### src/rtl/core/assert_macros.svh
// ---------------------------------------------------------------------------
// assert_macros.svh
// Shared concurrent assertion macros for the RTL.
// ---------------------------------------------------------------------------
`ifndef ASSERT_MACROS_SVH
`define ASSERT_MACROS_SVH

// Same-cycle implication, disabled during reset.
`define ASSERT_IMPL(label, clk, rst, ante, cons) \
   label: assert property (@(posedge clk) disable iff (rst) (ante) |-> (cons)) \
      else $error("assertion failed: ante |-> cons");

// Next-cycle implication, disabled during reset.
`define ASSERT_NEXT(label, clk, rst, ante, cons) \
   label: assert property (@(posedge clk) disable iff (rst) (ante) |=> (cons)) \
      else $error("assertion failed: ante |=> cons");

`endif

### src/rtl/core/psc_pkg.sv
// ---------------------------------------------------------------------------
// psc_pkg
// Types and constants for the point sequence store with circle scan.
// ---------------------------------------------------------------------------
package psc_pkg;

   localparam int CNT_W  = 6;   // fill count / position width
   localparam int SLOT_W = 5;   // request slot width
   localparam int CSR_W  = 16;  // widest config register
   localparam int CIDX_W = 2;   // config register index width
   localparam int RAD_W  = 15;  // radius width
   localparam int CMD_W  = 3;

   // command codes
   localparam logic [CMD_W-1:0] CMD_APPEND = 3'd0;
   localparam logic [CMD_W-1:0] CMD_READ   = 3'd1;
   localparam logic [CMD_W-1:0] CMD_MODIFY = 3'd2;
   localparam logic [CMD_W-1:0] CMD_DELETE = 3'd3;
   localparam logic [CMD_W-1:0] CMD_INSERT = 3'd4;
   localparam logic [CMD_W-1:0] CMD_CLEAR  = 3'd5;
   localparam logic [CMD_W-1:0] CMD_SCAN   = 3'd6;

   // config register indexes
   localparam logic [CIDX_W-1:0] CSR_CENTER_X = 2'd0;
   localparam logic [CIDX_W-1:0] CSR_CENTER_Y = 2'd1;
   localparam logic [CIDX_W-1:0] CSR_RADIUS   = 2'd2;

   typedef enum logic [1:0] {
      ED_NONE,
      ED_WRITE,
      ED_DELETE,
      ED_INSERT
   } edit_type;

   // broadcast to every cell of the chain
   typedef struct packed {
      edit_type         kind;
      logic [CNT_W-1:0] pos;
   } cell_ctl_type;

   typedef enum logic [2:0] {
      ST_IDLE,
      ST_FETCH,
      ST_SQUARE,
      ST_TEST,
      ST_END
   } state_type;

endpackage

### src/rtl/core/psc_circle.sv
// ---------------------------------------------------------------------------
// psc_circle
// Two-stage circle membership test: |d| per axis, then squares and compare.
// ---------------------------------------------------------------------------
module psc_circle
   import psc_pkg::*;
#(
   parameter int CW = 16
) (
   input  logic             clock,
   input  logic             load_dist,
   input  logic             load_sq,
   input  logic [CW-1:0]    pt_x,
   input  logic [CW-1:0]    pt_y,
   input  logic [CW-1:0]    center_x,
   input  logic [CW-1:0]    center_y,
   input  logic [RAD_W-1:0] radius,
   output logic             hit
);

   localparam int DIST_W = (CW + 1 > RAD_W) ? CW + 1 : RAD_W;
   localparam int SQ_W   = 2 * RAD_W;

   logic [CW:0]     dx, dy;
   logic [CW:0]     adx_ff, adx_in;
   logic [CW:0]     ady_ff, ady_in;
   logic [DIST_W-1:0] adx_w, ady_w, rad_w;
   logic [RAD_W-1:0]  ax, ay;
   logic            near_ff, near_in;
   logic [SQ_W-1:0] sqx_ff, sqx_in;
   logic [SQ_W-1:0] sqy_ff, sqy_in;
   logic [SQ_W-1:0] rsq_ff, rsq_in;
   logic [SQ_W:0]   sum;

   // sign-extended differences never overflow at CW+1 bits
   assign dx = {pt_x[CW-1], pt_x} - {center_x[CW-1], center_x};
   assign dy = {pt_y[CW-1], pt_y} - {center_y[CW-1], center_y};
   assign adx_in = dx[CW] ? (~dx + 1'b1) : dx;
   assign ady_in = dy[CW] ? (~dy + 1'b1) : dy;

   assign adx_w = DIST_W'(adx_ff);
   assign ady_w = DIST_W'(ady_ff);
   assign rad_w = DIST_W'(radius);
   assign ax    = adx_w[RAD_W-1:0];
   assign ay    = ady_w[RAD_W-1:0];

   // when near, both magnitudes fit the radius width, so squares are exact
   assign near_in = (adx_w <= rad_w) && (ady_w <= rad_w);
   assign sqx_in  = ax * ax;
   assign sqy_in  = ay * ay;
   assign rsq_in  = radius * radius;

   assign sum = {1'b0, sqx_ff} + {1'b0, sqy_ff};
   assign hit = near_ff && (sum <= {1'b0, rsq_ff});

   always_ff @(posedge clock) begin
      rsq_ff <= rsq_in;
      if (load_dist) begin
         adx_ff <= adx_in;
         ady_ff <= ady_in;
      end
      if (load_sq) begin
         near_ff <= near_in;
         sqx_ff  <= sqx_in;
         sqy_ff  <= sqy_in;
      end
   end

endmodule

### config.mk
export PLATFORM = sky130hd
export DESIGN_NAME = psc_circle
export DESIGN_NICKNAME = d
export VERILOG_FILES = /design/src/rtl/core/assert_macros.svh /design/src/rtl/core/psc_pkg.sv /design/src/rtl/core/psc_circle.sv
export SDC_FILE = /design/constraint.sdc
export NUM_CORES = 1
export LEC_CHECK = 0
export BUFFER_PORTS_ARGS = -buffer_cell sky130_fd_sc_hd__buf_2
export CORE_MARGIN = 5
export CORE_UTILIZATION = 55
export DETAILED_ROUTE_END_ITERATION = 6
export MAX_ROUTING_LAYER = met4
export PLACE_DENSITY = 0.82
export REMOVE_ABC_BUFFERS = 1
export SETUP_SLACK_MARGIN = 0.2
export SLEW_MARGIN = 10
export SYNTH_ARGS = -nofsm -noshare
export SYNTH_HDL_FRONTEND = slang
export SYNTH_SLANG_ARGS = --single-unit
### constraint.sdc
create_clock -name clock -period 19.15 [get_ports clock]
set_clock_uncertainty 0.2 [all_clocks]
set_input_delay 2.8725 -clock clock [delete_from_list [all_inputs] [get_ports clock]]
set_output_delay 2.8725 -clock clock [all_outputs]
set_load 0.1 [all_outputs]
==> out/summary.log, run 1 <==
qor: logic_synthesis.avgSynthCellArea 9.15 µm²
qor: drt.drc 0
qor: logic_synthesis.synth_area 0.0266 mm²
qor: drt.first_pass_iters 5
qor: placement.port-buffer-count 82
qor: critical_path.reg2reg_slack 11.95 ns
qor: sta.layout_worst_path_cycle_share 47.7%
qor: drt.route.detailed.wl_per_inst 16.0 µm
qor: drt.via_count 19600
qor: placement.half_perimeter_wire_length_of_the_detailed_placement_result 48000 µm
qor: critical_path.setup.worst_path.end_class flop
qor: finish.layout.cells.non_filler 3594
qor: logic_synthesis.netlist.top_cell.by_area fa_1
qor: placement.numPlacedInstances 3562
qor: clocking.cts.root.buffer_cell clkbuf_16
qor: critical_path.critPathArrivalTime 9.28 ns
qor: clocking.post-cts-setup-buffers 0
qor: sta.report.final.hold_viol_count 0
qor: global_route.grt_usage 23.2%
qor: floorplan.placeableCoreArea 0.0478 mm²
qor: clocking.tritoncts_buffer_count 17
qor: clocking.cts_repair_resize_count 0
qor: global_route.grt_max_degree 60
qor: sta.tightestPinTransition 0.932 ns
qor: clocking.cts_buffer_depth 2
qor: critical_path.setup.worst_path.start_class input pin
qor: global_route.grt_antenna_before_repair 0
qor: logic_synthesis.number_of_enable_flip_flop_cells_after_synthesis 93
qor: logic_synthesis.postSynth.asyncResetShare 0%
qor: logic_synthesis.synth_top_flop_cell edfxtp_1
qor: finish.finish.net_count 3857
qor: drt.antenna_violating_nets_post_route 0
qor: floorplan.die_width 230 µm
qor: run_status.outcome completed
qor: clocking.tritoncts yes
qor: critical_path.cp_common_cell inv_1
qor: floorplan.rows 80
qor: drt.route.final.wire_length 57500 µm
qor: logic_synthesis.syn_inst 2909
qor: floorplan.design.die.area 0.0529 mm²
qor: finish.areaGrowthSynthToFinish 6.13%
qor: clocking.clkTransAtPathRegs 0.06 ns
qor: logic_synthesis.synth_common_cells inv_1, fa_1, ha_1, nand2_1, nor2_1
qor: floorplan.fp.dieH 230 µm
qor: finish.drive_gt1_share 5.00%
qor: clocking.clkLatencyLatePin 0.43 ns
qor: sta.setup_viol 0
qor: global_route.total_congestion_overflow_after_global_routing 0
qor: floorplan.pin_count 83
qor: finish.antenna_cells_inserted 0
qor: sta.slew_violations 0
qor: critical_path.worst-setup-path-type in -> reg
qor: drt.detailedRoute.firstIterationViolations 1074
qor: critical_path.cp_data_required_time 19.30 ns
qor: sta.max_slew_margin 37.9%
qor: logic_synthesis.fraction_of_synthesized_cell_area_taken_by_the_top_area_cell_type 30.6%
qor: logic_synthesis.ys_top_cells_by_area fa_1, ha_1, edfxtp_1, inv_1, xnor2_1
qor: hold_path.worst_hold_path_type reg -> reg
qor: run.maximum_capacitance_violations 0
qor: global_route.grt_pass1_vias 20300
qor: sta.unrepaired_setup_endpoints_after_global_routing no
qor: critical_path.worst_path_largest_cell_delay 0.55 ns
qor: sta.fin_crit 9.13 ns
qor: clocking.cts_hold_buf 0
qor: sta.totalNegativeSetupSlack 0 ns
qor: logic_synthesis.synth.yosys.seq_area_share 12.7%
qor: logic_synthesis.synthesis.yosys.warnings 0
qor: clocking.clock_tree.htree_level_count 4
qor: sta.worst_hold_slack 0.487 ns
qor: logic_synthesis.synth_cell_type_count 69
qor: clocking.clkSinkCount 122
qor: critical_path.crit_slowest_cell fa_1
qor: drt.detail_route.vias_per_cell 5.44
qor: floorplan.start_util 55.6%
qor: logic_synthesis.synthMostInstantiatedCell inv_1
qor: critical_path.worstPathMaxFanout 10
qor: logic_synthesis.yosys_register_bits 122
qor: sta.max_freq 110 MHz
qor: global_route.grt_first_pass_wirelength 98100 µm
qor: placement.routabilityCongestion 0.941
==> metrics by stage <==
stage	utilization (%)	worst slack [ns]	area, µm²
3_5_place_dp	57.8	9.69	27700
3_3_place_gp	57.8	9.81	27700
4_1_cts	59.0	10.14	28200
6_report	59.0	10.02	28200
5_1_grt	59.0	9.67	28200
2_1_floorplan	-	10.51	26400
==> registers in the layout, indices dropped and copies added, names as in the netlist <==
signal   count
near_ff      1
rsq_ff      29
sqx_ff      29
ady_ff      17
adx_ff      17
sqy_ff      29
==> logic make-up (layout without fill, tap and decap cells) <==
kind of cell               Yosys count  count (layout)  share of synthesized area [%]
AOI/OAI and AO/OA                  419             419                           10.2
xor gates and xnor gates           173             173                           5.69
adders and majority gates          809             809                           49.5
buffers and inverters              765             835                           10.8
DFF                                122             122                           12.7
muxes                                7               7                          0.282
and+or+nand+nor                    614             614                           10.8
==> worst max-delay path, delay by kind of cell <==
| kind | cells | cell delay, ns |
|---|---|---|
| buffers and inverters | 8 | 0.80 |
| AO/OA/AOI/OAI | 8 | 1.94 |
| adder cells (fa/ha/maj) | 7 | 3.43 |
| AND/OR/NAND/NOR | 2 | 0.21 |
==> layout make-up <==
cell class | instances | area [µm²]
Fill cell | 4019 | 19600
Multi-Input combinational cell | 2022 | 20400
Inverter | 713 | 2680
Timing Repair Buffer | 90 | 470
Sequential cell | 122 | 3370
Clock buffer | 17 | 425
Clock inverter | 15 | 163
Tap cell | 615 | 769
==> final timing paths <==
check,from,cells after the start,end
max reg2reg,adx_ff[0]$_DFFE_PP_,24,sqx_ff[26]$_DFFE_PP_
min reg2reg,ady_ff[16]$_SDFFCE_PP0P_,1,near_ff$_DFFE_PP_
min,ady_ff[16]$_SDFFCE_PP0P_,1,near_ff$_DFFE_PP_
max,radius[2],25,rsq_ff[29]$_DFF_P_
==> routing by layer <==
layer  vias to the layer above  wire length [µm]  global-route usage [%]
met5                         -                 0                       -
met1                      9528             24300                    29.9
met2                       572             27600                    38.3
met3                       116              3720                    3.58
li1                       9338                 -                       -
met4                         0              1830                    7.21
==> layout by cell type (no fill, tap or decap), drive strengths merged, types with 13 or more instances in the layout <==
master / instances
nand2: 249
nor2: 143
edfxtp: 93
inv: 716
o21ai: 68
o21bai: 20
a21o: 73
nand2b: 14
dfxtp: 29
and2: 72
fa: 407
o21a: 25
a31oi: 19
a211oi: 13
xnor2: 122
a21oi: 135
clkbuf: 17
nor3: 15
nor2b: 30
nand4: 15
ha: 402
nand3: 23
buf: 90
xor2: 51
and3: 13
Power of run 1 is left out: the tool's default activity adds up to more than one toggle a clock period on the data nets, which glitch-free logic cannot reach.
==> inputs of run 2 (changes only) <==
==> constraint.sdc (replaced) <==
create_clock -name clock -period 9 [get_ports clock]
set_clock_uncertainty 0.2 [all_clocks]
set_input_delay 1.35 -clock clock [delete_from_list [all_inputs] [get_ports clock]]
set_output_delay 1.35 -clock clock [all_outputs]
set_load 0.1 [all_outputs]
==> run 2 against run 1 <==
Against the previous run:
- register-to-register slack got worse by 10 ns
- via count grew 0.47%
- non-clock buffer count is 1 higher
- hold slack improved by 0.037 ns
- worst setup slack worse by 8.6 ns
- die area unchanged
- final area about the same
- utilization about the same
- global-route usage up 0.29 points
- count of clock-buffer cells in the layout rose by 1
- cell count about the same
- critical path depth unchanged
==> out/summary.log, run 2 (synthesis results as in run 1) <==
qor: critical_path.worst-r2r-cell-count 24 [unchanged]
qor: global_route.grt_max_degree 60 [unchanged]
qor: global_route.grt_pass1_vias 20700 [+1.8%]
qor: sta.report.final.hold_viol_count 0 [unchanged]
qor: clocking.tritoncts yes
qor: critical_path.crit_slowest_cell fa_1
qor: hold_path.timing.hold.worst_path_depth 1 [unchanged]
qor: global_route.globalRouteMet1Util 29.1% [-0.74 points]
qor: placement.placed_area 0.0277 mm² [about the same]
qor: finish.finish.net_count 3858 [+0.026%]
qor: drt.first_pass_iters 6 [+1]
qor: critical_path.worst_path_largest_cell_delay 0.54 ns [about the same]
qor: global_route.use_met2 39.2% [+0.95 points]
qor: global_route.grt_first_pass_wirelength 99300 µm [+1.3%]
qor: sta.tightestPinTransition 0.935 ns [+0.00277 ns]
qor: sta.unrepaired_setup_endpoints_after_global_routing no
qor: clocking.clock_tree.htree_level_count 4 [unchanged]
qor: finish.antenna_cells_inserted 0 [unchanged]
qor: clocking.cts_hold_buf 0 [unchanged]
qor: floorplan.die_width 230 µm [unchanged]
qor: floorplan.start_util 55.6% [unchanged]
qor: drt.detail_route.vias_per_cell 5.46 [+0.44%]
qor: finish.postLayoutCellArea 0.0283 mm² [about the same]
qor: clocking.clkSinkCount 122 [unchanged]
qor: sta.fin_crit 7.56 ns
qor: critical_path.critPathArrivalTime 7.71 ns [-1.57 ns]
qor: clocking.cts_buffer_depth 2 [unchanged]
qor: critical_path.cp_common_cell inv_1
qor: critical_path.worst-setup-path-type in -> reg
qor: run_status.outcome completed
qor: finish.drive_gt1_share 4.97% [-0.035 points]
qor: global_route.globalRoute.busiestLayer met2
qor: drt.route.detailed.wl_per_inst 16.3 µm [+2.1%]
qor: global_route.grt_usage 23.5% [+0.29 points]
qor: placement.routabilityCongestion 0.945 [+0.42%]
qor: clocking.clkLatencyLatePin 0.43 ns [about the same]
qor: sta.max_slew_margin 37.7% [-0.18 points]
qor: finish.most-common-layout-cells inv_1, fa_1, ha_1, nand2_1, nor2_1
qor: critical_path.setup.worst_path.end_class flop
qor: placement.numPlacedInstances 3563 [+0.028%]
qor: clocking.post-cts-setup-buffers 0 [unchanged]
qor: floorplan.fp.dieH 230 µm [unchanged]
qor: placement.port-buffer-count 82 [unchanged]
qor: clocking.cts.root.buffer_cell clkbuf_16
qor: global_route.grt_use_met3 4.64% [+1.1 points]
qor: finish.layout.cells.non_filler 3595 [+0.028%]
qor: floorplan.design.die.area 0.0529 mm² [unchanged]
qor: global_route.total_congestion_overflow_after_global_routing 0 [unchanged]
qor: drt.via_count 19600 [+0.47%]
qor: clocking.cts_repair_resize_count 0 [unchanged]
qor: floorplan.rows 80 [unchanged]
qor: run.maximum_capacitance_violations 0 [unchanged]
qor: sta.slew_violations 0 [unchanged]
qor: finish.areaGrowthSynthToFinish 6.20% [about the same]
qor: finish.mostFrequentLayoutCell inv_1
qor: drt.route.final.wire_length 58700 µm [+2.1%]
qor: clocking.clkTransAtPathRegs 0.06 ns [about the same]
qor: critical_path.setup.worst_path.start_class input pin
qor: critical_path.cp_data_required_time 9.15 ns [-10.15 ns]
qor: floorplan.pin_count 83 [unchanged]
qor: global_route.grt_antenna_before_repair 0 [unchanged]
qor: clocking.tritoncts_buffer_count 17 [unchanged]
qor: sta.setup_viol 0 [unchanged]
qor: drt.detailedRoute.firstIterationViolations 1268 [+18%]
qor: sta.totalNegativeSetupSlack 0 ns [unchanged]
qor: hold_path.worst_hold_path_type reg -> reg
qor: drt.drc 0 [unchanged]
qor: sta.layout_worst_path_cycle_share 84.0%
qor: placement.half_perimeter_wire_length_of_the_detailed_placement_result 48800 µm [+1.7%]
qor: drt.antenna_violating_nets_post_route 0 [unchanged]
qor: floorplan.placeableCoreArea 0.0478 mm² [unchanged]
qor: sta.max_freq 132 MHz
qor: finish.top_regs rsq_ff (29), sqx_ff (29), sqy_ff (29)
qor: critical_path.worstPathMaxFanout 10 [unchanged]
run 2: path summary, 6_finish.rpt:
kind                                  from              endpoint  slack [ns]
hold reg to reg   ady_ff[16]$_SDFFCE_PP0P_     near_ff$_DFFE_PP_        0.52
setup reg to reg       adx_ff[0]$_DFFE_PP_  sqx_ff[26]$_DFFE_PP_        1.81
hold / removal    ady_ff[16]$_SDFFCE_PP0P_     near_ff$_DFFE_PP_        0.52
setup / recovery                 radius[2]    rsq_ff[29]$_DFF_P_        1.44
run 2: routing by layer:
metal	share of wire (%)	up-vias
li1	-	9347
met1	41	9534
met2	48	642
met3	7.2	123
met4	3.5	0
met5	0	-
run 2: cell type report:
cell class,count,area (µm²)
multi-input cells,2022,20400
fillers,4001,19600
flip-flops and latches,122,3370
inverters,713,2680
well taps,615,769
repair buffers,91,478
clock buffers,18,429
clock inverters,14,170
run 2: through the flow:
step / hold slack, ns / setup WS, ns / util (%)
floorplan: 0.314 / 1.88 / -
global placement: 0.494 / 1.18 / 57.8
detailed placement: 0.483 / 1.11 / 57.8
CTS: 0.510 / 1.50 / 59.1
global route: 0.551 / 1.04 / 59.1
finish: 0.524 / 1.44 / 59.1
run 2: worst max-delay path, delay by kind of cell:
family	cells	cell delay (ns)
buffers and inverters	8	0.78
AND/OR/NAND/NOR	2	0.21
adder cells (fa/ha/maj)	7	3.41
AO/OA/AOI/OAI	8	1.96
Power of run 2 is left out for the same reason.
