<file path="src/rtl/core/assert_macros.svh">
// ---------------------------------------------------------------------------
// assert_macros.svh
// Shared concurrent assertion macros for the RTL.
// ---------------------------------------------------------------------------
`ifndef ASSERT_MACROS_SVH
`define ASSERT_MACROS_SVH

// Same-cycle implication, disabled during reset.
`define ASSERT_IMPL(label, clk, rst, ante, cons) \
   label: assert property (@(posedge clk) disable iff (rst) (ante) |-> (cons)) \
      else $error("assertion failed: ante |-> cons");

// Next-cycle implication, disabled during reset.
`define ASSERT_NEXT(label, clk, rst, ante, cons) \
   label: assert property (@(posedge clk) disable iff (rst) (ante) |=> (cons)) \
      else $error("assertion failed: ante |=> cons");

`endif

</file>
<file path="src/rtl/core/psc_pkg.sv">
// ---------------------------------------------------------------------------
// psc_pkg
// Types and constants for the point sequence store with circle scan.
// ---------------------------------------------------------------------------
package psc_pkg;

   localparam int CNT_W  = 6;   // fill count / position width
   localparam int SLOT_W = 5;   // request slot width
   localparam int CSR_W  = 16;  // widest config register
   localparam int CIDX_W = 2;   // config register index width
   localparam int RAD_W  = 15;  // radius width
   localparam int CMD_W  = 3;

   // command codes
   localparam logic [CMD_W-1:0] CMD_APPEND = 3'd0;
   localparam logic [CMD_W-1:0] CMD_READ   = 3'd1;
   localparam logic [CMD_W-1:0] CMD_MODIFY = 3'd2;
   localparam logic [CMD_W-1:0] CMD_DELETE = 3'd3;
   localparam logic [CMD_W-1:0] CMD_INSERT = 3'd4;
   localparam logic [CMD_W-1:0] CMD_CLEAR  = 3'd5;
   localparam logic [CMD_W-1:0] CMD_SCAN   = 3'd6;

   // config register indexes
   localparam logic [CIDX_W-1:0] CSR_CENTER_X = 2'd0;
   localparam logic [CIDX_W-1:0] CSR_CENTER_Y = 2'd1;
   localparam logic [CIDX_W-1:0] CSR_RADIUS   = 2'd2;

   typedef enum logic [1:0] {
      ED_NONE,
      ED_WRITE,
      ED_DELETE,
      ED_INSERT
   } edit_type;

   // broadcast to every cell of the chain
   typedef struct packed {
      edit_type         kind;
      logic [CNT_W-1:0] pos;
   } cell_ctl_type;

   typedef enum logic [2:0] {
      ST_IDLE,
      ST_FETCH,
      ST_SQUARE,
      ST_TEST,
      ST_END
   } state_type;

endpackage

</file>
<file path="src/rtl/core/psc_cell.sv">
// ---------------------------------------------------------------------------
// psc_cell
// One storage cell of the point chain: loads, shifts down or shifts up.
// ---------------------------------------------------------------------------
module psc_cell
   import psc_pkg::*;
#(
   parameter int INDEX = 0,
   parameter int CW    = 16
) (
   input  logic          clock,
   input  cell_ctl_type  ctl,
   input  logic [CW-1:0] new_x,
   input  logic [CW-1:0] new_y,
   input  logic [CW-1:0] prev_x,
   input  logic [CW-1:0] prev_y,
   input  logic [CW-1:0] next_x,
   input  logic [CW-1:0] next_y,
   output logic [CW-1:0] x,
   output logic [CW-1:0] y
);

   localparam logic [CNT_W-1:0] MY_POS = CNT_W'(INDEX);

   logic [CW-1:0] x_ff, x_in;
   logic [CW-1:0] y_ff, y_in;

   always_comb begin
      x_in = x_ff;
      y_in = y_ff;
      case (ctl.kind)
         ED_WRITE: begin
            if (ctl.pos == MY_POS) begin
               x_in = new_x;
               y_in = new_y;
            end
         end
         ED_DELETE: begin
            if (MY_POS >= ctl.pos) begin
               x_in = next_x;
               y_in = next_y;
            end
         end
         ED_INSERT: begin
            if (MY_POS > ctl.pos) begin
               x_in = prev_x;
               y_in = prev_y;
            end else if (MY_POS == ctl.pos) begin
               x_in = new_x;
               y_in = new_y;
            end
         end
         default: begin
         end
      endcase
   end

   always_ff @(posedge clock) begin
      x_ff <= x_in;
      y_ff <= y_in;
   end

   assign x = x_ff;
   assign y = y_ff;

endmodule

</file>
<file path="config.mk">
export PLATFORM = sky130hd
export DESIGN_NAME = psc_cell
export DESIGN_NICKNAME = d
export VERILOG_FILES = /design/src/rtl/core/assert_macros.svh /design/src/rtl/core/psc_pkg.sv /design/src/rtl/core/psc_cell.sv
export SDC_FILE = /design/constraint.sdc
export NUM_CORES = 1
export LEC_CHECK = 0
export ABC_AREA = 1
export BUFFER_PORTS_ARGS = -buffer_cell sky130_fd_sc_hd__buf_2
export CAP_MARGIN = 20
export CORE_MARGIN = 10
export CORE_UTILIZATION = 45
export DETAILED_ROUTE_END_ITERATION = 16
export PLACE_DENSITY = 0.95
export SYNTH_ARGS = -nofsm -noshare
export SYNTH_HDL_FRONTEND = slang
export SYNTH_SLANG_ARGS = --single-unit
export TNS_END_PERCENT = 5
</file>
<file path="constraint.sdc">
create_clock -name clock -period 6.43 [get_ports clock]
set_clock_uncertainty 0.15 [all_clocks]
set_input_delay 0.9645 -clock clock [delete_from_list [all_inputs] [get_ports clock]]
set_output_delay 0.9645 -clock clock [all_outputs]
set_load 0.05 [all_outputs]
</file>
==> results of run 1 <==
[power by group]
part	switching, mW	internal (mW)	leakage (nW)
clock network	0.0746	0.115	0.0552
registers	0.00773	0.253	0.317
logic	0.118	0.0461	1.18
total	0.200	0.414	1.55
[critical path, cell delays in order]
cell and delay, ns:
sky130_fd_sc_hd__buf_2 0.11, sky130_fd_sc_hd__nor2_4 0.67, sky130_fd_sc_hd__nand3_2 0.81, sky130_fd_sc_hd__o21bai_4 1.02
[path summary, 6_finish.rpt]
check / start / endpoint / slack [ns] / cells past startpoint
setup / recovery: ctl[0] / y[14] / 2.57 / 4
hold / removal: x[11] / x[11] / 0.51 / 4
setup reg to reg: x[2] / x[2] / 5.32 / 4
hold reg to reg: x[11] / x[11] / 0.51 / 4
[flip-flops by register name (all words and copies together) (netlist names)]
register	flops
y	16
x	16
[cell usage in the layout, fill, tap and decap left out, types with 3 or more instances in the layout]
| master | Yosys | final |
|---|---|---|
| sky130_fd_sc_hd__clkbuf_8 | 0 | 5 |
| sky130_fd_sc_hd__inv_1 | 66 | 66 |
| sky130_fd_sc_hd__nor2_4 | 3 | 3 |
| sky130_fd_sc_hd__edfxtp_1 | 32 | 32 |
| sky130_fd_sc_hd__nand3_1 | 32 | 32 |
| sky130_fd_sc_hd__nand2_1 | 96 | 96 |
| sky130_fd_sc_hd__nand4_1 | 32 | 32 |
| sky130_fd_sc_hd__buf_2 | 16 | 104 |
[per-layer routing]
layer  part of all wire  track usage  vias up
met3               0.10       0.0641       12
met2               0.48        0.275       95
li1                   -            -     1079
met1               0.40        0.171      955
met5                  0            0        -
met4              0.021       0.0522        0
[metrics by stage]
step	setup WS (ns)	hold slack, ns	cells	area, um^2
detailed placement	2.28	0.491	421	2590
floorplan	2.92	0.830	282	2070
CTS	2.58	0.508	429	2700
global placement	2.36	0.480	421	2590
finish	2.57	0.507	429	2700
global route	2.38	0.531	429	2700
[cell families (layout without fill, tap and decap cells)]
kind of cell / Yosys count / count (layout) / synth area share
flops: 32 / 32 / 0.463
simple gates: 165 / 165 / 0.372
compound gates: 1 / 1 / 0.00362
buf+inv: 84 / 179 / 0.162
[final cells by class]
type                    count  area, um^2
multi-input cells         166         790
well taps                  52        65.1
fillers                   409        1720
inverters                  66         248
repair buffers            105         528
flip-flops and latches     32         961
clock inverters             2        35.0
clock buffers               6        72.6
==> impl_results.html, run 1 <==
<table>
<tr><th>Metric</th><th>Value</th></tr>
<tr><th colspan="2">Synthesis</th></tr>
<tr><td>#FFs+latches synth</td><td>32</td></tr>
<tr><td>Largest cells by area after synthesis</td><td>sky130_fd_sc_hd__edfxtp_1 46%, sky130_fd_sc_hd__nand2_1 17%, sky130_fd_sc_hd__inv_1 12%</td></tr>
<tr><td>Cell area after synthesis</td><td>2070 um^2</td></tr>
<tr><td>Proportion of netlist area held by the largest area contributor</td><td>0.463</td></tr>
<tr><td>Number of enable flip-flop cells after synthesis</td><td>32</td></tr>
<tr><td>Syn avg cell area</td><td>7.36 um^2</td></tr>
<tr><td>Yosys warning count</td><td>0</td></tr>
<tr><td>Cell count after synthesis</td><td>282</td></tr>
<tr><td>Sequential area share after synthesis</td><td>0.463</td></tr>
<tr><td>Most repeated cell in the gate-level netlist after synthesis</td><td>sky130_fd_sc_hd__nand2_1</td></tr>
<tr><td>Synth Net Count</td><td>387</td></tr>
<tr><td>Leading cell types by count after synthesis</td><td>96 x sky130_fd_sc_hd__nand2_1, 66 x sky130_fd_sc_hd__inv_1, 32 x sky130_fd_sc_hd__edfxtp_1, 32 x sky130_fd_sc_hd__nand3_1, 32 x sky130_fd_sc_hd__nand4_1</td></tr>
<tr><td>Async S/R FF share, synth</td><td>0</td></tr>
<tr><td>Distinct cell type count of the synthesized netlist</td><td>11</td></tr>
<tr><td>Prevailing post-synth register cell</td><td>sky130_fd_sc_hd__edfxtp_1</td></tr>
<tr><td>Biggest area consumer among synthesized cells</td><td>sky130_fd_sc_hd__edfxtp_1</td></tr>
<tr><th colspan="2">Timing</th></tr>
<tr><td>Slew of the pin with the lowest slew margin</td><td>1.05 ns</td></tr>
<tr><td>Minimum period implied by the final worst setup slack</td><td>3.86 ns</td></tr>
<tr><td>Setup violations, final</td><td>0</td></tr>
<tr><td>Highest Clock Rate</td><td>259 MHz</td></tr>
<tr><td>Max-slew violation count</td><td>0</td></tr>
<tr><td>Worst rel slew slack</td><td>0.301</td></tr>
<tr><td>Total count of hold-check failures in the final report</td><td>0</td></tr>
<tr><td>Post-route fraction of the period consumed by the critical path</td><td>0.601</td></tr>
<tr><td>Summed negative setup slack over all endpoints</td><td>0 ns</td></tr>
<tr><td>Unrepaired setup endpoints after global routing</td><td>false</td></tr>
<tr><th colspan="2">Clock network</th></tr>
<tr><td>Number of gates resized after cts</td><td>0</td></tr>
<tr><td>Clock buffers created by TritonCTS</td><td>5</td></tr>
<tr><td>Post-CTS Hold Fix Bufs</td><td>0</td></tr>
<tr><td>CTS HTree Levels</td><td>2</td></tr>
<tr><td>Post-CTS clock slew at the launch and capture registers of the worst setup and hold paths</td><td>0.06 ns</td></tr>
<tr><td>Number of setup buffers added after CTS</td><td>0</td></tr>
<tr><td>Cell at the root of the clock tree</td><td>sky130_fd_sc_hd__clkbuf_8</td></tr>
<tr><td>TritonCTS clock tree</td><td>built</td></tr>
<tr><td>Later-pin clock latency in the skew report</td><td>0.28 ns</td></tr>
<tr><td>Clock sink count</td><td>32</td></tr>
<tr><td>Buffer levels on the longest clock path</td><td>2</td></tr>
<tr><th colspan="2">Global route</th></tr>
<tr><td>Wire length of the first global-routing pass</td><td>9.94 mm</td></tr>
<tr><td>Number of global-route vias before repair</td><td>2196</td></tr>
<tr><td>Global route overflow</td><td>0</td></tr>
<tr><td>Antenna violations before repair</td><td>0</td></tr>
<tr><td>GR Util All Layers</td><td>0.158</td></tr>
<tr><td>Maximum number of pins on one net before global-route repair</td><td>34</td></tr>
<tr><th colspan="2">Layout</th></tr>
<tr><td>Fraction of final layout cells with drive strength greater than 1</td><td>0.313</td></tr>
<tr><td>Share of the core filled with cells</td><td>0.611</td></tr>
<tr><td>Area growth from synthesis to layout</td><td>30.1%</td></tr>
<tr><td>Final net count</td><td>481</td></tr>
<tr><td>Antenna Diode Count</td><td>0</td></tr>
<tr><th colspan="2">Routing</th></tr>
<tr><td>Routed Antenna Nets</td><td>0</td></tr>
<tr><td>Total length of routed wires</td><td>6.47 mm</td></tr>
<tr><td>Drt wl/cell</td><td>15.1 um</td></tr>
<tr><td>Iter 0 DRT Violations</td><td>108</td></tr>
<tr><td>Vias</td><td>2141</td></tr>
<tr><td>First drt pass iteration count</td><td>4</td></tr>
<tr><td>Ratio of routed vias to standard cells</td><td>4.99</td></tr>
<tr><td>Post-route DRC</td><td>0</td></tr>
<tr><th colspan="2">Critical path</th></tr>
<tr><td>Required arrival time at the worst endpoint</td><td>6.18 ns</td></tr>
<tr><td>Worst path arrival time</td><td>3.61 ns</td></tr>
<tr><td>Worst setup EP type</td><td>flip-flop</td></tr>
<tr><td>Crit Path Category</td><td>in2reg</td></tr>
<tr><td>Critical Path Fanout Max</td><td>33</td></tr>
<tr><td>Critical Path Start Type</td><td>primary input</td></tr>
<tr><th colspan="2">Power and ir drop</th></tr>
<tr><td>Leakage power figure</td><td>1.55 nW</td></tr>
<tr><td>Overall power</td><td>0.614 mW</td></tr>
<tr><td>Worst supply voltage drop on vdd</td><td>0.121 mV</td></tr>
<tr><td>Cell Pwr Density</td><td>227 nW/um^2</td></tr>
<tr><th colspan="2">Floorplanning</th></tr>
<tr><td>Die Area</td><td>7730 um^2</td></tr>
<tr><td>Die span in x</td><td>87.9 um</td></tr>
<tr><td>Starting density of the core</td><td>0.470</td></tr>
<tr><td>Vertical die dimension</td><td>87.9 um</td></tr>
<tr><td>Number of I/O pins</td><td>137</td></tr>
<tr><td>Cell row count</td><td>24</td></tr>
<tr><td>Placeable Area</td><td>4410 um^2</td></tr>
<tr><th colspan="2">Worst hold path</th></tr>
<tr><td>Tightest Hold Check Type</td><td>reg2reg</td></tr>
<tr><th colspan="2">Job</th></tr>
<tr><td>Max-cap violations</td><td>0</td></tr>
<tr><th colspan="2">Place</th></tr>
<tr><td>RePlAce Congestion</td><td>0.794</td></tr>
<tr><td>Buffers added on ports</td><td>104</td></tr>
<tr><td>Final HPWL from detailed placement</td><td>4.45 mm</td></tr>
<tr><th colspan="2">Run status</th></tr>
<tr><td>Result of the run</td><td>completed</td></tr>
</table>
(Power assumes the default switching activity.)
==> run 2: changes to the inputs <==
--- a/config.mk
+++ b/config.mk
@@ -9,9 +9,9 @@
 export BUFFER_PORTS_ARGS = -buffer_cell sky130_fd_sc_hd__buf_2
 export CAP_MARGIN = 20
 export CORE_MARGIN = 10
-export CORE_UTILIZATION = 45
+export CORE_UTILIZATION = 42
 export DETAILED_ROUTE_END_ITERATION = 16
-export PLACE_DENSITY = 0.95
+export PLACE_DENSITY = 0.91
 export SYNTH_ARGS = -nofsm -noshare
 export SYNTH_HDL_FRONTEND = slang
 export SYNTH_SLANG_ARGS = --single-unit
==> constraint.sdc (replaced) <==
create_clock -name clock -period 4 [get_ports clock]
set_clock_uncertainty 0.15 [all_clocks]
set_input_delay 0.6 -clock clock [delete_from_list [all_inputs] [get_ports clock]]
set_output_delay 0.6 -clock clock [all_outputs]
set_load 0.05 [all_outputs]
==> impl_results.html, run 2 (synthesis gave the netlist of run 1 again) <==
<table>
<tr><th>Metric</th><th>Value</th></tr>
<tr><th colspan="2">Critical path</th></tr>
<tr><td>Worst setup EP type</td><td>flip-flop</td></tr>
<tr><td>Peak per-stage delay on the critical path</td><td>0.75 ns (-0.27 ns)</td></tr>
<tr><td>Critical Path Start Type</td><td>primary input</td></tr>
<tr><td>Critical Path Fanout Max</td><td>33 (unchanged)</td></tr>
<tr><td>Required arrival time at the worst endpoint</td><td>3.74 ns (-2.44 ns)</td></tr>
<tr><td>Crit Path Category</td><td>in2reg</td></tr>
<tr><td>Worst path arrival time</td><td>2.09 ns (-1.52 ns)</td></tr>
<tr><td>Worst path cell trace</td><td>buf_2, nor2_4, buf_4, nand3_2, o21bai_4</td></tr>
<tr><td>Slowest library cell on the worst path</td><td>sky130_fd_sc_hd__o21bai_4</td></tr>
<tr><th colspan="2">Clock network</th></tr>
<tr><td>Clock sink count</td><td>32 (unchanged)</td></tr>
<tr><td>Number of setup buffers added after CTS</td><td>0 (unchanged)</td></tr>
<tr><td>Buffer levels on the longest clock path</td><td>2 (unchanged)</td></tr>
<tr><td>Post-CTS Hold Fix Bufs</td><td>0 (unchanged)</td></tr>
<tr><td>TritonCTS clock tree</td><td>built</td></tr>
<tr><td>Clock buffers created by TritonCTS</td><td>5 (unchanged)</td></tr>
<tr><td>CTS HTree Levels</td><td>2 (unchanged)</td></tr>
<tr><td>Post-CTS clock slew at the launch and capture registers of the worst setup and hold paths</td><td>0.06 ns (about the same)</td></tr>
<tr><td>Number of gates resized after cts</td><td>0 (unchanged)</td></tr>
<tr><td>Later-pin clock latency in the skew report</td><td>0.27 ns (about the same)</td></tr>
<tr><td>Cell at the root of the clock tree</td><td>sky130_fd_sc_hd__clkbuf_8</td></tr>
<tr><th colspan="2">Routing</th></tr>
<tr><td>Iter 0 DRT Violations</td><td>116 (+7.4%)</td></tr>
<tr><td>Ratio of routed vias to standard cells</td><td>4.73 (-5.2%)</td></tr>
<tr><td>First drt pass iteration count</td><td>4 (unchanged)</td></tr>
<tr><td>Vias</td><td>2115 (-1.2%)</td></tr>
<tr><td>Routed Antenna Nets</td><td>0 (unchanged)</td></tr>
<tr><td>Total length of routed wires</td><td>6.21 mm (-4.0%)</td></tr>
<tr><td>Drt wl/cell</td><td>13.9 um (-7.8%)</td></tr>
<tr><td>Post-route DRC</td><td>0 (unchanged)</td></tr>
<tr><th colspan="2">Global route</th></tr>
<tr><td>Number of global-route vias before repair</td><td>2114 (-3.7%)</td></tr>
<tr><td>Wire length of the first global-routing pass</td><td>10.4 mm (+4.8%)</td></tr>
<tr><td>Global route overflow</td><td>0 (unchanged)</td></tr>
<tr><td>GR Util All Layers</td><td>0.152 (-0.00596)</td></tr>
<tr><td>Maximum number of pins on one net before global-route repair</td><td>34 (unchanged)</td></tr>
<tr><td>Antenna violations before repair</td><td>0 (unchanged)</td></tr>
<tr><th colspan="2">Layout</th></tr>
<tr><td>Layout filler cell count</td><td>459 (+12%)</td></tr>
<tr><td>Most common cell after layout, fill and taps aside</td><td>sky130_fd_sc_hd__buf_2</td></tr>
<tr><td>Fraction of final layout cells with drive strength greater than 1</td><td>0.316 (+0.00279)</td></tr>
<tr><td>Antenna Diode Count</td><td>0 (unchanged)</td></tr>
<tr><td>Post-route cell area</td><td>2720 um^2 (+0.65%)</td></tr>
<tr><td>Final net count</td><td>485 (+0.83%)</td></tr>
<tr><td>Most frequent cells in the layout</td><td>104 x sky130_fd_sc_hd__buf_2, 96 x sky130_fd_sc_hd__nand2_1, 66 x sky130_fd_sc_hd__inv_1</td></tr>
<tr><td>Area growth from synthesis to layout</td><td>30.9%</td></tr>
<tr><th colspan="2">Timing</th></tr>
<tr><td>Final hold slack</td><td>0.445 ns (-0.0623 ns)</td></tr>
<tr><td>Total count of hold-check failures in the final report</td><td>0 (unchanged)</td></tr>
<tr><td>Setup violations, final</td><td>0 (unchanged)</td></tr>
<tr><td>Minimum period implied by the final worst setup slack</td><td>2.35 ns</td></tr>
<tr><td>Unrepaired setup endpoints after global routing</td><td>false</td></tr>
<tr><td>Post-route fraction of the period consumed by the critical path</td><td>0.587</td></tr>
<tr><td>Highest Clock Rate</td><td>426 MHz</td></tr>
<tr><td>Slew of the pin with the lowest slew margin</td><td>1.04 ns (-0.00625 ns)</td></tr>
<tr><td>Worst rel slew slack</td><td>0.305 (+0.00417)</td></tr>
<tr><td>Max-slew violation count</td><td>0 (unchanged)</td></tr>
<tr><td>Summed negative setup slack over all endpoints</td><td>0 ns (unchanged)</td></tr>
<tr><th colspan="2">Run status</th></tr>
<tr><td>Result of the run</td><td>completed</td></tr>
<tr><th colspan="2">Power and ir drop</th></tr>
<tr><td>Cell Pwr Density</td><td>333 nW/um^2 (+46%)</td></tr>
<tr><td>Worst supply voltage drop on vdd</td><td>0.184 mV (+52%)</td></tr>
<tr><td>Leakage power figure</td><td>1.56 nW (+0.22%)</td></tr>
<tr><td>Overall power</td><td>0.905 mW (+47%)</td></tr>
<tr><th colspan="2">Place</th></tr>
<tr><td>Buffers added on ports</td><td>104 (unchanged)</td></tr>
<tr><td>Total placed instance area</td><td>2640 um^2 (+1.9%)</td></tr>
<tr><td>RePlAce Congestion</td><td>0.769 (-3.1%)</td></tr>
<tr><td>Final HPWL from detailed placement</td><td>4.32 mm (-2.9%)</td></tr>
<tr><th colspan="2">Job</th></tr>
<tr><td>Max-cap violations</td><td>0 (unchanged)</td></tr>
<tr><th colspan="2">Floorplanning</th></tr>
<tr><td>Number of I/O pins</td><td>137 (unchanged)</td></tr>
<tr><td>Starting density of the core</td><td>0.436 (-0.0336)</td></tr>
<tr><td>Die Area</td><td>8150 um^2 (+5.5%)</td></tr>
<tr><td>Die span in x</td><td>90.3 um (+2.7%)</td></tr>
<tr><td>Cell row count</td><td>25 (+4.2%)</td></tr>
<tr><td>Vertical die dimension</td><td>90.3 um (+2.7%)</td></tr>
<tr><td>Placeable Area</td><td>4750 um^2 (+7.7%)</td></tr>
<tr><th colspan="2">Worst hold path</th></tr>
<tr><td>Tightest Hold Check Type</td><td>in2reg</td></tr>
</table>
-- run 2: layer usage --
metal / up-vias / routed length (um) / GRT usage
li1: 1090 / - / -
met1: 922 / 2550 / 0.187
met2: 95 / 3040 / 0.248
met3: 8 / 548 / 0.0557
met4: 0 / 74 / 0.0371
met5: - / 0 / 0
-- run 2: through the flow --
step                       util  setup WS, ns  instances
after floorplan               -         0.852        282
after global placement    0.555          1.35        440
after detailed placement  0.555          1.34        440
after CTS                 0.571          1.63        447
after global routing      0.571          1.53        447
final                     0.571          1.65        447
-- run 2: worst max-delay path, delay by kind of cell --
family / cells / cell delay (ns)
buf+inv: 2 / 0.47
compound gates: 1 / 0.75
simple gates: 2 / 0.26
-- run 2: report_power, final --
group          total (mW)  switching, mW  internal [mW]
sequential          0.418         0.0124          0.406
clock               0.223          0.108          0.115
combinational       0.263          0.187         0.0762
total               0.905          0.308          0.597
-- run 2: layout make-up --
cell class                      count  area (um^2)  area share
Sequential cell                    32          961       0.354
Clock buffer                        5         68.8      0.0253
Timing Repair Buffer              109          558       0.205
Clock inverter                      2         7.51     0.00276
Tap cell                           67         83.8      0.0309
Inverter                           66          248      0.0912
Multi-Input combinational cell    166          790       0.291
-- run 2: final timing paths --
| path | start | slack [ns] | endpoint | depth (start not counted) |
|---|---|---|---|---|
| setup / recovery | ctl[0] | 1.65 | x[4] | 5 |
| hold / removal | next_y[0] | 0.44 | y[0] | 3 |
| setup reg to reg | y[3] | 2.90 | y[3] | 4 |
| hold reg to reg | x[13] | 0.50 | x[13] | 4 |
